<file path="src/design/hid_report_message_deframer_unit_defines.svh">
// assertion macros for the report message deframer
// used by the top level only; expects clk_i and rst_ni in scope at the use site
`ifndef HID_REPORT_MESSAGE_DEFRAMER_UNIT_DEFINES_SVH
`define HID_REPORT_MESSAGE_DEFRAMER_UNIT_DEFINES_SVH

// generic clocked assertion with explicit clock and active-low reset
`define HRMD_ASSERT_CLK(lbl, clk, rst_n, prop, msg) \
  lbl: assert property (@(posedge clk) disable iff (!rst_n) prop) else $error(msg);

// clocked assertion on the block clock and reset
`define HRMD_ASSERT(lbl, prop, msg) \
  `HRMD_ASSERT_CLK(lbl, clk_i, rst_ni, prop, msg)

`endif

</file>
<file path="src/design/hrmd_pkg.sv">
// shared types and constants of the report message deframer
// no dependencies; imported by hrmd_step, hrmd_res_buf and the top level
package hrmd_pkg;

  // report geometry
  localparam int unsigned ReportBytes   = 64;
  localparam int unsigned PosW          = $clog2(ReportBytes);
  localparam int unsigned FirstHdrBytes = 9;
  localparam int unsigned ContHdrBytes  = 1;

  // marker bytes
  localparam logic [7:0] MarkStart = 8'h3F;
  localparam logic [7:0] MarkHash  = 8'h23;

  // result status codes
  typedef enum logic [1:0] {
    ST_OK        = 2'd0,
    ST_BAD_FIRST = 2'd1,
    ST_BAD_CONT  = 2'd2
  } status_e;

  // kind of the report being received, one-hot
  typedef enum logic [1:0] {
    PH_FIRST = 2'b01,
    PH_CONT  = 2'b10
  } phase_e;

  // deframer state
  typedef struct packed {
    logic [PosW-1:0] pos;
    phase_e          phase;
    logic [15:0]     id;
    logic [31:0]     len;
    logic [31:0]     remaining;
    logic            drain;
  } state_t;

  // one result item
  typedef struct packed {
    status_e     status;
    logic [15:0] id;
    logic [31:0] len;
    logic [7:0]  data;
    logic        has;
    logic        last;
  } result_t;

endpackage

</file>
<file path="src/design/hrmd_step.sv">
// next-state and result logic for one received byte
// depends on hrmd_pkg (state_t, result_t, marker and header constants)
module hrmd_step (
  input  hrmd_pkg::state_t  state_i,
  input  logic [7:0]        byte_i,
  output hrmd_pkg::state_t  state_o,
  output hrmd_pkg::result_t res_o,
  output logic              res_vld_o
);
  import hrmd_pkg::*;

  logic [31:0] rem_dec;
  logic [31:0] new_len;
  logic [7:0]  want;

  assign rem_dec = state_i.remaining - 32'd1;
  assign new_len = {state_i.len[23:0], byte_i};
  assign want    = (state_i.pos == '0) ? MarkStart : MarkHash;

  always_comb begin
    state_o   = state_i;
    res_o     = '{status: ST_OK, id: state_i.id, len: state_i.len,
                  data: 8'd0, has: 1'b0, last: 1'b0};
    res_vld_o = 1'b0;

    // byte handling by report kind and position
    if (!state_i.drain) begin
      unique case (state_i.phase)
        PH_CONT: begin
          if (state_i.pos < PosW'(ContHdrBytes)) begin
            if (byte_i != MarkStart) begin
              res_o.status      = ST_BAD_CONT;
              res_o.last        = 1'b1;
              res_vld_o         = 1'b1;
              state_o.drain     = 1'b1;
              state_o.phase     = PH_FIRST;
              state_o.remaining = '0;
            end
          end else if (state_i.remaining != '0) begin
            state_o.remaining = rem_dec;
            res_o.data        = byte_i;
            res_o.has         = 1'b1;
            res_o.last        = (rem_dec == '0);
            res_vld_o         = 1'b1;
            if (rem_dec == '0) begin
              state_o.drain = 1'b1;
              state_o.phase = PH_FIRST;
            end
          end
        end
        default: begin
          // first report, also taken for unused phase codes
          if (state_i.pos < PosW'(3)) begin
            if (byte_i != want) begin
              res_o             = '{status: ST_BAD_FIRST, id: 16'd0, len: 32'd0,
                                    data: 8'd0, has: 1'b0, last: 1'b1};
              res_vld_o         = 1'b1;
              state_o.drain     = 1'b1;
              state_o.remaining = '0;
            end
          end else if (state_i.pos < PosW'(5)) begin
            state_o.id = {state_i.id[7:0], byte_i};
          end else if (state_i.pos < PosW'(FirstHdrBytes)) begin
            state_o.len = new_len;
            if (state_i.pos == PosW'(FirstHdrBytes - 1)) begin
              state_o.remaining = new_len;
              if (new_len == '0) begin
                res_o.len     = 32'd0;
                res_o.last    = 1'b1;
                res_vld_o     = 1'b1;
                state_o.drain = 1'b1;
              end
            end
          end else if (state_i.remaining != '0) begin
            state_o.remaining = rem_dec;
            res_o.data        = byte_i;
            res_o.has         = 1'b1;
            res_o.last        = (rem_dec == '0);
            res_vld_o         = 1'b1;
            if (rem_dec == '0) begin
              state_o.drain = 1'b1;
              state_o.phase = PH_FIRST;
            end
          end
        end
      endcase
    end

    // report boundary: pick the kind of the next report
    if (state_i.pos == PosW'(ReportBytes - 1)) begin
      state_o.pos = '0;
      if (state_o.drain || state_o.remaining == '0) begin
        state_o.phase     = PH_FIRST;
        state_o.remaining = '0;
      end else begin
        state_o.phase = PH_CONT;
      end
      state_o.drain = 1'b0;
    end else begin
      state_o.pos = state_i.pos + PosW'(1);
    end
  end

endmodule

</file>
<file path="src/design/hrmd_res_buf.sv">
// two-entry result buffer between the deframer logic and the output channel
// depends on hrmd_pkg (result_t)
module hrmd_res_buf (
  input  logic              clk_i,
  input  logic              rst_ni,
  input  logic              push_i,
  input  hrmd_pkg::result_t push_data_i,
  output logic              full_o,
  output logic              valid_o,
  input  logic              ready_i,
  output hrmd_pkg::result_t data_o
);
  import hrmd_pkg::*;

  result_t    mem_q [2];
  logic       wr_ptr_q, wr_ptr_d;
  logic       rd_ptr_q, rd_ptr_d;
  logic [1:0] cnt_q, cnt_d;
  logic       pop;

  assign pop     = valid_o && ready_i;
  assign valid_o = (cnt_q != 2'd0);
  assign full_o  = (cnt_q == 2'd2);
  assign data_o  = mem_q[rd_ptr_q];

  // pointer and fill count update
  always_comb begin
    wr_ptr_d = push_i ? ~wr_ptr_q : wr_ptr_q;
    rd_ptr_d = pop ? ~rd_ptr_q : rd_ptr_q;
    cnt_d    = cnt_q + {1'b0, push_i} - {1'b0, pop};
  end

  always_ff @(posedge clk_i or negedge rst_ni) begin
    if (!rst_ni) begin
      wr_ptr_q <= 1'b0;
      rd_ptr_q <= 1'b0;
      cnt_q    <= 2'd0;
    end else begin
      wr_ptr_q <= wr_ptr_d;
      rd_ptr_q <= rd_ptr_d;
      cnt_q    <= cnt_d;
    end
  end

  // result storage
  always_ff @(posedge clk_i) begin
    if (push_i) begin
      mem_q[wr_ptr_q] <= push_data_i;
    end
  end

endmodule

</file>
<file path="src/design/hid_report_message_deframer_unit.sv">
// Report message deframer top level.
// Input channel: one report byte per request on in_valid_i/in_ready_o/rx_byte_i.
// Reports are ReportBytes long and arrive back to back. A first report opens
// with '?','#','#', a 16-bit big-endian id and a 32-bit big-endian length;
// continuation reports open with '?'. Output channel out_valid_o/out_ready_i
// carries one request per payload byte with id, length and a last mark, one
// empty last request for a zero-length message, and one last request with a
// nonzero status for a bad marker, after which the rest of that report is
// dropped and the next report is taken as a first report.
// A result enters the buffer behind any older results. Throughput: one byte per
// cycle with in_ready_o high; the per-byte work is a counter update and a
// 32-bit decrement and compare between the state registers and the buffer.
// A two-entry result buffer decouples the sides: while the receiver stalls the
// block still accepts bytes until two results wait, then in_ready_o drops.
// Reset clears the position, phase, id, length and count and empties the buffer.
// Depends on hrmd_pkg, hrmd_step, hrmd_res_buf and the defines header.
`include "hid_report_message_deframer_unit_defines.svh"

module hid_report_message_deframer_unit (
  input  logic        clk_i,
  input  logic        rst_ni,
  input  logic        in_valid_i,
  output logic        in_ready_o,
  input  logic [7:0]  rx_byte_i,
  output logic        out_valid_o,
  input  logic        out_ready_i,
  output logic [1:0]  status_o,
  output logic [15:0] msg_type_o,
  output logic [31:0] message_length_o,
  output logic [7:0]  payload_byte_o,
  output logic        has_payload_o,
  output logic        last_o
);
  import hrmd_pkg::*;

  state_t  st_q, st_d;
  result_t res;
  result_t out_res;
  logic    res_vld;
  logic    buf_full;
  logic    in_fire;

  assign in_ready_o = !buf_full;
  assign in_fire    = in_valid_i && in_ready_o;

  // per-byte deframing logic
  hrmd_step u_step (
    .state_i   (st_q),
    .byte_i    (rx_byte_i),
    .state_o   (st_d),
    .res_o     (res),
    .res_vld_o (res_vld)
  );

  // state registers
  always_ff @(posedge clk_i or negedge rst_ni) begin
    if (!rst_ni) begin
      st_q <= '{pos: '0, phase: PH_FIRST, id: 16'd0, len: 32'd0,
                remaining: 32'd0, drain: 1'b0};
    end else if (in_fire) begin
      st_q <= st_d;
    end
  end

  // result buffer
  hrmd_res_buf u_res_buf (
    .clk_i       (clk_i),
    .rst_ni      (rst_ni),
    .push_i      (in_fire && res_vld),
    .push_data_i (res),
    .full_o      (buf_full),
    .valid_o     (out_valid_o),
    .ready_i     (out_ready_i),
    .data_o      (out_res)
  );

  assign status_o         = out_res.status;
  assign msg_type_o       = out_res.id;
  assign message_length_o = out_res.len;
  assign payload_byte_o   = out_res.data;
  assign has_payload_o    = out_res.has;
  assign last_o           = out_res.last;

  // checks
  `HRMD_ASSERT(a_drain_silent, (in_fire && st_q.drain) |-> !res_vld, "result while draining")
  `HRMD_ASSERT(a_err_last, (out_valid_o && status_o != ST_OK) |-> (last_o && !has_payload_o), "error result not last")
  `HRMD_ASSERT(a_report_wrap, (in_fire && st_q.pos == PosW'(ReportBytes - 1)) |=> (st_q.pos == '0 && !st_q.drain), "report boundary not taken")

endmodule
</file>
<file path="config.mk">
export PLATFORM = sky130hd
export DESIGN_NAME = hid_report_message_deframer_unit
export DESIGN_NICKNAME = d
export VERILOG_FILES = /design/src/design/hrmd_pkg.sv /design/src/design/hrmd_step.sv /design/src/design/hrmd_res_buf.sv /design/src/design/hid_report_message_deframer_unit.sv
export VERILOG_INCLUDE_DIRS = /design/src /design/src/design
export SDC_FILE = /design/constraint.sdc
export NUM_CORES = 1
export LEC_CHECK = 0
export ABC_CLOCK_PERIOD_IN_PS = 14500
export BUFFER_PORTS_ARGS = -buffer_cell sky130_fd_sc_hd__buf_2
export CELL_PAD_IN_SITES_DETAIL_PLACEMENT = 0
export CELL_PAD_IN_SITES_GLOBAL_PLACEMENT = 1
export CORE_ASPECT_RATIO = 0.7
export CORE_MARGIN = 1
export CORE_UTILIZATION = 37
export DETAILED_ROUTE_END_ITERATION = 6
export GPL_TIMING_DRIVEN = 0
export PLACE_DENSITY = 0.68
export SYNTH_ARGS = -nofsm -noshare
export SYNTH_HDL_FRONTEND = slang
export SYNTH_HIERARCHICAL = 1
export SYNTH_SLANG_ARGS = --single-unit
</file>
<file path="constraint.sdc">
create_clock -name clk_i -period 14.5 [get_ports clk_i]
set_clock_uncertainty 0.2 [all_clocks]
set_input_delay 1.45 -clock clk_i [delete_from_list [all_inputs] [get_ports clk_i]]
set_output_delay 1.45 -clock clk_i [all_outputs]
set_load 0.05 [all_outputs]
</file>
==> results of run 1 <==
[layout make-up]
type	instances	area share, %
Multi-Input combinational cell	855	45.5
Sequential cell	213	38.0
Buffer	91	4.55
Clock buffer	31	4.07
Tap cell	480	3.85
Timing Repair Buffer	79	3.01
Inverter	22	0.529
Clock inverter	9	0.409
Antenna cell	1	0.0160
[per-layer routing]
metal	wire (um)	up-vias	GRT usage, %
met2	19700	688	35.3
met5	0	-	0
met3	6020	111	8.87
met1	24500	5629	41.9
li1	-	4762	-
met4	1290	0	6.27
[cell families (layout without fill, tap and decap cells)]
logic type      count (synthesis)  after routing  synth area share (%)
compound gates                265            265                  13.8
xor+xnor                       16             16                  1.01
fa+ha+maj                       6              6                 0.543
buf+inv                       113            232                  5.73
flops                         213            213                  42.9
mux                           201            201                  20.4
other cells                     0              1                     0
simple gates                  367            367                  15.6
[final timing paths]
| check | start | endpoint | slack [ps] | depth (start not counted) |
|---|---|---|---|---|
| worst min register to register | st_q[28] | st_q[28] | 310 | 1 |
| min in group asynchronous | rst_ni | st_q[79] | 710 | 1 |
| worst min-delay path | st_q[28] | st_q[28] | 310 | 1 |
| worst max register to register | st_q[2] | st_q[82] | 8320 | 13 |
| worst max-delay path | st_q[2] | st_q[82] | 8320 | 13 |
| max in group asynchronous | rst_ni | st_q[81] | 12690 | 2 |
[placed cells by master (no fill, tap or decap), types with 6 or more instances in the layout]
cell	n
ha_1	6
and3_1	14
buf_2	91
mux2_2	50
a31oi_1	14
xnor2_1	9
o31ai_1	14
mux2_4	148
edfxtp_1	120
dfrtp_1	92
clkbuf_8	7
nand4_1	13
a21oi_1	61
clkbuf_16	23
nand2_1	54
clkbuf_1	48
o21a_1	7
xor2_1	7
and4_1	8
and2_1	39
or2_2	8
nor2_1	68
or3_1	8
o21ai_0	41
nor2b_1	28
nand3_1	24
a211oi_1	10
buf_12	18
inv_1	21
nor4_1	27
nor3_1	24
buf_6	7
o211ai_1	9
or4_1	7
o221ai_1	17
[stage by stage]
step,worst slack [ps],util [%],total power [W],instances
2_1_floorplan,8400,-,0.00244,1181
3_3_place_gp,5500,40.6,0.00321,1734
3_5_place_dp,8600,41.0,0.00318,1739
4_1_cts,8800,42.9,0.00375,1779
5_1_grt,8310,42.9,0.00401,1780
6_report,8320,42.9,0.00389,1781
[critical path: cells and delay by family, from the launching register on]
kind	cells	cell delay (ps)
DFF	1	380
muxes	1	270
AOI/OAI and AO/OA	3	1420
and+or+nand+nor	6	2890
adders and majority gates	1	320
buffers and inverters	2	560
[sequential cells by signal, indices dropped and copies added (netlist names)]
name,count
u_res_buf/rd_ptr_q,1
u_res_buf/wr_ptr_q,1
st_q,89
u_res_buf/cnt_q,2
u_res_buf/mem_q,120
[power by group through the flow]
stage	clock [W]	combinational (W)	sequential [W]
floorplan	0	0.00168	0.000754
CTS	0.000569	0.00240	0.000782
finish	0.000554	0.00255	0.000785
global placement	0	0.00242	0.000791
global route	0.000593	0.00263	0.000791
detailed placement	0	0.00239	0.000793
==> metrics.cfg, run 1 <==
[status]
status=finished with violations
failed_checks=DRC

[detailed_routing]
num_vias=11200
drtPass1Iterations=7
via_per_inst=6.28
ant_nets=0
wl_um=51500
wl_per_cell_um=28.9
drt_first_iter_violations=1565
drc=9

[global_route]
antenna_found_initial=0
first_global_vias=10600
grt-ovfl-total=0
grt_start_max_net_pins=61
grt_usage_pct=27.1
grt_pass1_wl_um=74800

[synth]
netlist_top_cells_count=148 x mux2_4, 120 x edfxtp_1, 92 x dfrtp_1, 68 x nor2_1, 61 x a21oi_1
synth_top_area_share_pct=26.1
postSynthCellCount=1181
ys_types=108
synth.avg_cell_area_um2=11.7
synth.net_count=1199
yosys.area.top_type=edfxtp_1
yosys-top-cells-area=edfxtp_1 26%, dfrtp_1 17%, mux2_4 16%
ys.flop_type=edfxtp_1
synth_area_um2=13800
async_flop_share_pct=43.7
synth_edf_count=120
ys_ff_latch=213
yosys_warnings=6
ys_seq_area_share_pct=42.9
synth.most_common_cell=mux2_4

[power_and_ir_drop]
switching_share_pct=52.1
peakVddDrop_uv=137
seq_power_share_pct=20.2
p_sw_w=0.00202
pwr-share-comb_pct=65.6
p_leak_nw=6.66
power_density_nw_per_um2=249
p_clk_share_pct=14.2
p_int_w=0.00186

[clock_network]
ctsHoldBuffers=0
h-tree-depth=1
insertion_delay_ps=540
cts_resized=0
cts.path.max_buffers=3
cts_tree=yes
cts_buffers=22
root_buffer=clkbuf_16
cts.sink_count=213
postCtsSetupRepairBufs=0
clk_pin_slew_ps=60

[timing]
rsz0062_at_grt=false
tns_ps=0
min_period_over_period_pct=42.6
finalSetupViolCount=0
finalHoldViolCount=0
worst_pin_slew_ps=1400
max_freq_mhz=162
period_minus_slack_ps=6180
holdWs_ps=312
maxSlewHeadroom_pct=6.19
slew_viol_final=0

[worst_setup_path]
critPathKind=reg -> reg
cp.arrival_ps=6380
path_max_fanout=10
start_kind=register
cp.required_ps=14700
worst_setup_path_end_kind=register
worstPathCellList=clkbuf_1 -> inv_1 -> ha_1 -> nor3b_2 -> nand4_2 -> nor3_1 -> or4_1 -> o211ai_1 -> a2111oi_1 -> and4_1 -> a31oi_1 -> or3_1 -> mux2_4
crit_slowest_cell=a2111oi_1
slowest_delay_ps=1070

[floorplanning]
fp.coreArea_um2=36400
start_util_pct=38.0
die_area_um2=38100
ios=74
die_w_um=233
die_y_um=164
rows=58

[final_layout]
fillers=3461
nets=1302
multi_input_area_um2=7110
area_delta_synth_final_pct=13.0
regArea_um2=5930
stdcell_area_um2=15600
drive_gt1_share_pct=32.3

[place]
numPortBuffers=73
placed_area_um2=14900
gp_congestion=1.04
place_hpwl_um=38400

[worst_hold_path]
min_path_type=reg -> reg

[flow_run]
maxCapViolations=0

No activity file was read; power rests on OpenSTA's default activity.
==> run 2, diff against run 1 <==
--- a/config.mk
+++ b/config.mk
@@ -6,7 +6,7 @@
 export SDC_FILE = /design/constraint.sdc
 export NUM_CORES = 1
 export LEC_CHECK = 0
-export ABC_CLOCK_PERIOD_IN_PS = 14500
+export ABC_CLOCK_PERIOD_IN_PS = 5400
 export BUFFER_PORTS_ARGS = -buffer_cell sky130_fd_sc_hd__buf_2
 export CELL_PAD_IN_SITES_DETAIL_PLACEMENT = 0
 export CELL_PAD_IN_SITES_GLOBAL_PLACEMENT = 1
@@ -15,7 +15,7 @@
 export CORE_UTILIZATION = 37
 export DETAILED_ROUTE_END_ITERATION = 6
 export GPL_TIMING_DRIVEN = 0
-export PLACE_DENSITY = 0.68
+export PLACE_DENSITY = 0.71
 export SYNTH_ARGS = -nofsm -noshare
 export SYNTH_HDL_FRONTEND = slang
 export SYNTH_HIERARCHICAL = 1
==> constraint.sdc (replaced) <==
create_clock -name clk_i -period 5.4 [get_ports clk_i]
set_clock_uncertainty 0.2 [all_clocks]
set_input_delay 0.54 -clock clk_i [delete_from_list [all_inputs] [get_ports clk_i]]
set_output_delay 0.54 -clock clk_i [all_outputs]
set_load 0.05 [all_outputs]
==> run 2 against run 1 <==
The flow now finishes without violations; non-clock buffer count up 5; critical endpoint unchanged; critical path depth unchanged; utilization up 0.43 points; sequential share of layout area down 0.37 points; setup slack worse by 8300 ps; clock power rose to 2.8 times the previous value; clock-buffer cell count down 3; largest power group unchanged; via count down 1.5%; maximum frequency up 15%; total power rose to 2.8 times the previous value.
==> metrics.cfg, run 2 (same netlist as run 1, synthesis figures left out) <==
[status]
status=completed

[final_layout]
reg.largest.list=u_res_buf/mem_q x120, st_q x89, u_res_buf/cnt_q x2
nets=1308  ; +0.46%
drive_gt1_share_pct=32.8  ; +0.46 points
regMostFlops=u_res_buf/mem_q
stdcell_area_um2=15800  ; +0.99%
area_delta_synth_final_pct=14.1
fin_cells=1791  ; +0.56%
multi_input_area_um2=7170  ; +0.90%
regArea_um2=5930  ; unchanged
layout_common_cells=148 x mux2_4, 120 x edfxtp_1, 92 x buf_2, 92 x dfrtp_1, 67 x nor2_1
layout.cells.most_common=mux2_4
largest_reg_flops=120  ; unchanged
fillers=3453  ; -0.23%

[place]
dp.cells=1741  ; +0.12%
place_hpwl_um=39400  ; +2.8%
numPortBuffers=73  ; unchanged
place_ws_ps=-419  ; -9020 ps
gp_congestion=1.01  ; -3.2%
placed_area_um2=14900  ; +0.21%

[timing]
worst_pin_slew_ps=1420  ; +20.9 ps
slew_viol_final=0  ; unchanged
maxSlewHeadroom_pct=4.79  ; -1.4 points
rsz0062_at_grt=false
max_freq_mhz=185  ; +15%
finalHoldViolCount=0  ; unchanged
min_period_over_period_pct=99.9  ; +57 points
period_minus_slack_ps=5400  ; -784 ps
fin_ws_ps=4.60  ; -8320 ps
finalSetupViolCount=0  ; unchanged
holdWs_ps=168  ; -144 ps

[power_and_ir_drop]
p_leak_nw=6.72  ; +0.99%
peakVddDrop_uv=352  ; +160%
power_density_nw_per_um2=701  ; +180%

[worst_setup_path]
worst_setup_path_end_kind=register
start_kind=register
path_max_fanout=10  ; unchanged
cp.required_ps=5610  ; -9090 ps
cp.arrival_ps=5610  ; -770 ps
rrSetupSlack_ps=5  ; -8320 ps
critPathKind=reg -> reg

[clock_network]
cts.path.max_buffers=3  ; unchanged
root_buffer=clkbuf_16
clk_pin_slew_ps=70  ; about the same
cts_buffers=23  ; +4.5%
cts.sink_count=213  ; unchanged
h-tree-depth=1  ; unchanged
cts_tree=yes
insertion_delay_ps=540  ; about the same

[detailed_routing]
drtPass1Iterations=6  ; -1
drt_first_iter_violations=1631  ; +4.2%
wl_per_cell_um=29.5  ; +1.9%
via_per_inst=6.16  ; -2.0%
ant_nets=0  ; unchanged
drc=0  ; -9
wl_um=52800  ; +2.5%
num_vias=11000  ; -1.5%

[worst_hold_path]
min_path_type=in -> reg

[floorplanning]
die_y_um=164  ; unchanged
die_area_um2=38100  ; unchanged
start_util_pct=38.0  ; unchanged
fp.coreArea_um2=36400  ; unchanged
ios=74  ; unchanged
die_w_um=233  ; unchanged
rows=58  ; unchanged

[global_route]
grt_pass1_wl_um=75900  ; +1.5%
grt_start_max_net_pins=61  ; unchanged
grt-ovfl-total=0  ; unchanged
first_global_vias=10500  ; -0.27%
grt_usage_pct=27.6  ; +0.57 points
antenna_found_initial=2  ; +2

[flow_run]
maxCapViolations=0  ; unchanged

-- run 2: cell types whose count changed in the layout (fill, tap and decap cells not counted), moves of 2 or more --
cell,delta
clkbuf_16,+2
clkbuf_1,-3
clkbuf_8,-2
diode_2,+4
a2111oi_0,-2
nor4_4,+2
clkinv_1,+4
buf_4,+2
-- run 2: worst paths after layout --
check                            start            endpoint  cells after the start
hold reg to reg               st_q[28]            st_q[28]                      1
setup reg to reg               st_q[2]            st_q[82]                     13
max in group asynchronous       rst_ni            st_q[81]                      3
min in group asynchronous       rst_ni            st_q[78]                      2
setup / recovery               st_q[2]            st_q[82]                     13
hold / removal             out_ready_i  u_res_buf/rd_ptr_q                      3
-- run 2: per-layer routing --
layer  track usage, %  share of wire, %  vias to the layer above
met5                0                 0                        -
met4             6.09               2.1                        0
met3             7.26               9.7                       93
met2             37.3                39                      570
met1             43.0                49                     5583
li1                 -                 -                     4778
-- run 2: final cells by class --
type / count / share of cell area [%]
sequential: 213 / 37.6
multi-input combinational: 855 / 45.5
clock buffer: 28 / 4.11
buffer: 91 / 4.50
inverter: 22 / 0.524
tap: 480 / 3.81
clock inverter: 13 / 0.516
antenna: 5 / 0.0794
timing repair buffer: 84 / 3.31
-- run 2: per-stage QoR --
step           setup TNS, ps  utilization [%]  total power [W]
3_5_place_dp           -3550             41.0          0.00906
2_1_floorplan              0                -          0.00654
3_3_place_gp         -178800             40.7          0.00912
5_1_grt                    0             43.3           0.0114
6_report                   0             43.3           0.0110
4_1_cts                    0             43.1           0.0107
-- run 2: power breakdown --
group | total (W) | internal [W] | switching [W] | leakage (nW)
logic | 0.00737 | 0.00250 | 0.00487 | 3.90
clock network | 0.00155 | 0.000859 | 0.000688 | 0.354
registers | 0.00213 | 0.00188 | 0.000252 | 2.47
-- run 2: timing repair --
item | 4_1_cts | 5_1_grt
pin swaps | 0 | 1
endpoints found under the hold margin | 42 | 0
endpoints found under the setup margin | 32 | 22
hold buffers | 1 | 0
setup buffers | 0 | 2
gates resized for setup | 4 | 7
-- run 2: critical path, cell delays in order, from the launching register on --
cell and delay, ps:
dfrtp_1 380, clkbuf_1 330, inv_1 220, ha_1 280
nor3b_4 550, nand4_2 400, nor3_1 940, a21oi_1 180
o211ai_1 420, o21ai_0 230, nor4b_2 290, a31oi_1 170
or3_1 400, mux2_4 260
==> run 3, diff against run 2 <==
--- a/config.mk
+++ b/config.mk
@@ -6,7 +6,7 @@
 export SDC_FILE = /design/constraint.sdc
 export NUM_CORES = 1
 export LEC_CHECK = 0
-export ABC_CLOCK_PERIOD_IN_PS = 5400
+export ABC_CLOCK_PERIOD_IN_PS = 6450
 export BUFFER_PORTS_ARGS = -buffer_cell sky130_fd_sc_hd__buf_2
 export CELL_PAD_IN_SITES_DETAIL_PLACEMENT = 0
 export CELL_PAD_IN_SITES_GLOBAL_PLACEMENT = 1
@@ -15,7 +15,7 @@
 export CORE_UTILIZATION = 37
 export DETAILED_ROUTE_END_ITERATION = 6
 export GPL_TIMING_DRIVEN = 0
-export PLACE_DENSITY = 0.71
+export PLACE_DENSITY = 0.68
 export SYNTH_ARGS = -nofsm -noshare
 export SYNTH_HDL_FRONTEND = slang
 export SYNTH_HIERARCHICAL = 1
==> constraint.sdc (replaced) <==
create_clock -name clk_i -period 6.45 [get_ports clk_i]
set_clock_uncertainty 0.2 [all_clocks]
set_input_delay 0.645 -clock clk_i [delete_from_list [all_inputs] [get_ports clk_i]]
set_output_delay 0.645 -clock clk_i [all_outputs]
set_load 0.05 [all_outputs]
==> run 3 against run 2 <==
The flow now finishes with violations (capacitance limit); largest cell class unchanged; die area is the same; wire length decreased by 2.2%; largest power group unchanged; critical path depth unchanged; utilization decreased by 0.41 points; cell area is 0.94% lower; final cell count down 0.56%; sequential cell count unchanged.
==> metrics.cfg, run 3 (same netlist as run 1, synthesis figures left out) <==
[flow_run]
maxCapViolations=1  ; +1

[timing]
period_minus_slack_ps=6290  ; +893 ps
finalHoldViolCount=0  ; unchanged
maxSlewHeadroom_pct=0.655  ; -4.1 points
worst_pin_slew_ps=1450  ; +29.8 ps
slew_viol_final=0  ; unchanged
tns_ps=0  ; unchanged
max_freq_mhz=159  ; -14%
rsz0062_at_grt=false
min_period_over_period_pct=97.5  ; -2.4 points
finalSetupViolCount=0  ; unchanged

[power_and_ir_drop]
peakVddDrop_uv=328  ; -6.8%
p_leak_nw=6.66  ; -0.92%
totalPowerFinal_w=0.00916  ; -17%
power_density_nw_per_um2=587  ; -16%

[floorplanning]
ios=74  ; unchanged
rows=58  ; unchanged
fp.coreArea_um2=36400  ; unchanged
start_util_pct=38.0  ; unchanged
die_area_um2=38100  ; unchanged
die_y_um=164  ; unchanged
die_w_um=233  ; unchanged

[detailed_routing]
drc=0  ; unchanged
wl_um=51600  ; -2.2%
drt_first_iter_violations=1486  ; -8.9%
drtPass1Iterations=6  ; unchanged
ant_nets=0  ; unchanged
via_per_inst=6.28  ; +2.0%
num_vias=11200  ; +1.5%
wl_per_cell_um=29.0  ; -1.7%

[worst_setup_path]
cp-startpoint=st_q[2]
worstPathCellList=clkbuf_1 -> inv_1 -> ha_1 -> nor3b_2 -> nand4_2 -> nor3_1 -> or4_1 -> o211ai_1 -> a2111oi_1 -> and4_1 -> a31oi_1 -> or3_1 -> mux2_4
rr_endpoint=st_q[82]
r2r-start=st_q[2]
cp.arrival_ps=6490  ; +880 ps
reg2reg_depth=13  ; unchanged
rrSetupSlack_ps=160  ; +160 ps
critPathKind=reg -> reg
endpoint=st_q[82]
worst_setup_path_end_kind=register
start_kind=register
cp.required_ps=6650  ; +1040 ps
path_max_fanout=10  ; unchanged
slowest_delay_ps=1070  ; +130 ps
crit_slowest_cell=a2111oi_1

[global_route]
grt_usage_pct=27.1  ; -0.57 points
first_global_vias=10600  ; +0.28%
grt_pass1_wl_um=74800  ; -1.5%
grt-ovfl-total=0  ; unchanged
grt_start_max_net_pins=61  ; unchanged
antenna_found_initial=0  ; -2

[final_layout]
drive_gt1_share_pct=32.3  ; -0.49 points
multi_input_area_um2=7110  ; -0.89%
layout_common_cells=148 x mux2_4, 120 x edfxtp_1, 92 x dfrtp_1
regMostFlops=u_res_buf/mem_q
nets=1303  ; -0.38%
fin_cells=1781  ; -0.56%
num_antenna_cells=0  ; -5
layout.cells.most_common=mux2_4
fillers=3463  ; +0.29%
area_delta_synth_final_pct=13.0
largest_reg_flops=120  ; unchanged
stdcell_area_um2=15600  ; -0.94%
reg.largest.list=u_res_buf/mem_q x120, st_q x89, u_res_buf/cnt_q x2
regArea_um2=5930  ; unchanged

[place]
placed_area_um2=14900  ; -0.21%
dp.cells=1739  ; -0.11%
place_hpwl_um=38400  ; -2.7%
numPortBuffers=73  ; unchanged
gp_congestion=1.04  ; +3.3%

[clock_network]
cts_tree=yes
cts_resized=0  ; -4
cts.sink_count=213  ; unchanged
root_buffer=clkbuf_16
insertion_delay_ps=540  ; about the same
cts.path.max_buffers=3  ; unchanged
cts_buffers=22  ; -4.3%
h-tree-depth=1  ; unchanged
clk_pin_slew_ps=60  ; about the same
postCtsSetupRepairBufs=0  ; unchanged

[status]
failed_checks=capacitance limit
status=finished with violations

[worst_hold_path]
min_path_type=in -> reg
worstHoldStart=out_ready_i

==> run 3: cell types whose count changed in the layout (fill, tap and decap cells not counted), moves of 2 or more <==
cell / before / now
a2111oi_0: 2 / 4
diode_2: 5 / 0
clkbuf_1: 45 / 48
clkbuf_16: 25 / 23
buf_4: 4 / 2
clkinv_1: 4 / 0
clkbuf_8: 5 / 7
nor4_4: 4 / 2
==> run 3: worst min-delay path by stage <==
stage	endpoint	cells after the start
finish	u_res_buf/rd_ptr_q	3
CTS	u_res_buf/rd_ptr_q	3
floorplan	st_q[0]	0
detailed placement	st_q[17]	1
global placement	u_res_buf/wr_ptr_q	1
global route	u_res_buf/rd_ptr_q	3
==> run 3: final cells by class <==
| class | count | share of cell area [%] |
|---|---|---|
| Multi-Input combinational cell | 855 | 45.5 |
| Sequential cell | 213 | 38.0 |
| Buffer | 91 | 4.54 |
| Clock buffer | 31 | 4.07 |
| Tap cell | 480 | 3.85 |
| Timing Repair Buffer | 80 | 3.07 |
| Inverter | 22 | 0.529 |
| Clock inverter | 9 | 0.409 |
==> run 3: per-layer routing <==
metal  part of all wire [%]  vias up  global-route usage [%]
li1                       -     4757                       -
met1                     47     5614                    41.9
met2                     38      697                    35.3
met3                     12      117                    8.87
met4                    2.6        0                    6.27
met5                      0        -                       0
==> run 3: where the power goes <==
| part | total [W] | leakage [nW] | switching (W) | internal (W) |
|---|---|---|---|---|
| Clock | 0.00125 | 0.344 | 0.000551 | 0.000694 |
| Sequential | 0.00177 | 2.47 | 0.000203 | 0.00157 |
| Combinational | 0.00614 | 3.85 | 0.00408 | 0.00205 |
==> run 3: timing repair <==
action	CTS	global route
endpoints found under the setup margin	0	0
hold endpoints to repair	37	0
hold buffers	1	0
==> run 3: per-stage QoR <==
stage	setup WS [ps]	util [%]	hold WS (ps)
after floorplan	741	-	149
after global placement	-2550	40.6	270
after detailed placement	804	41.0	293
after CTS	749	42.9	263
after global routing	258	42.9	280
final	162	42.9	265
==> run 3: critical path: cells and delay by family, from the launching register on <==
family,cells,cell delay (ps)
DFF,1,380
buffers and inverters,2,550
muxes,1,270
AOI/OAI and AO/OA,3,1420
and+or+nand+nor,6,2980
adders and majority gates,1,340
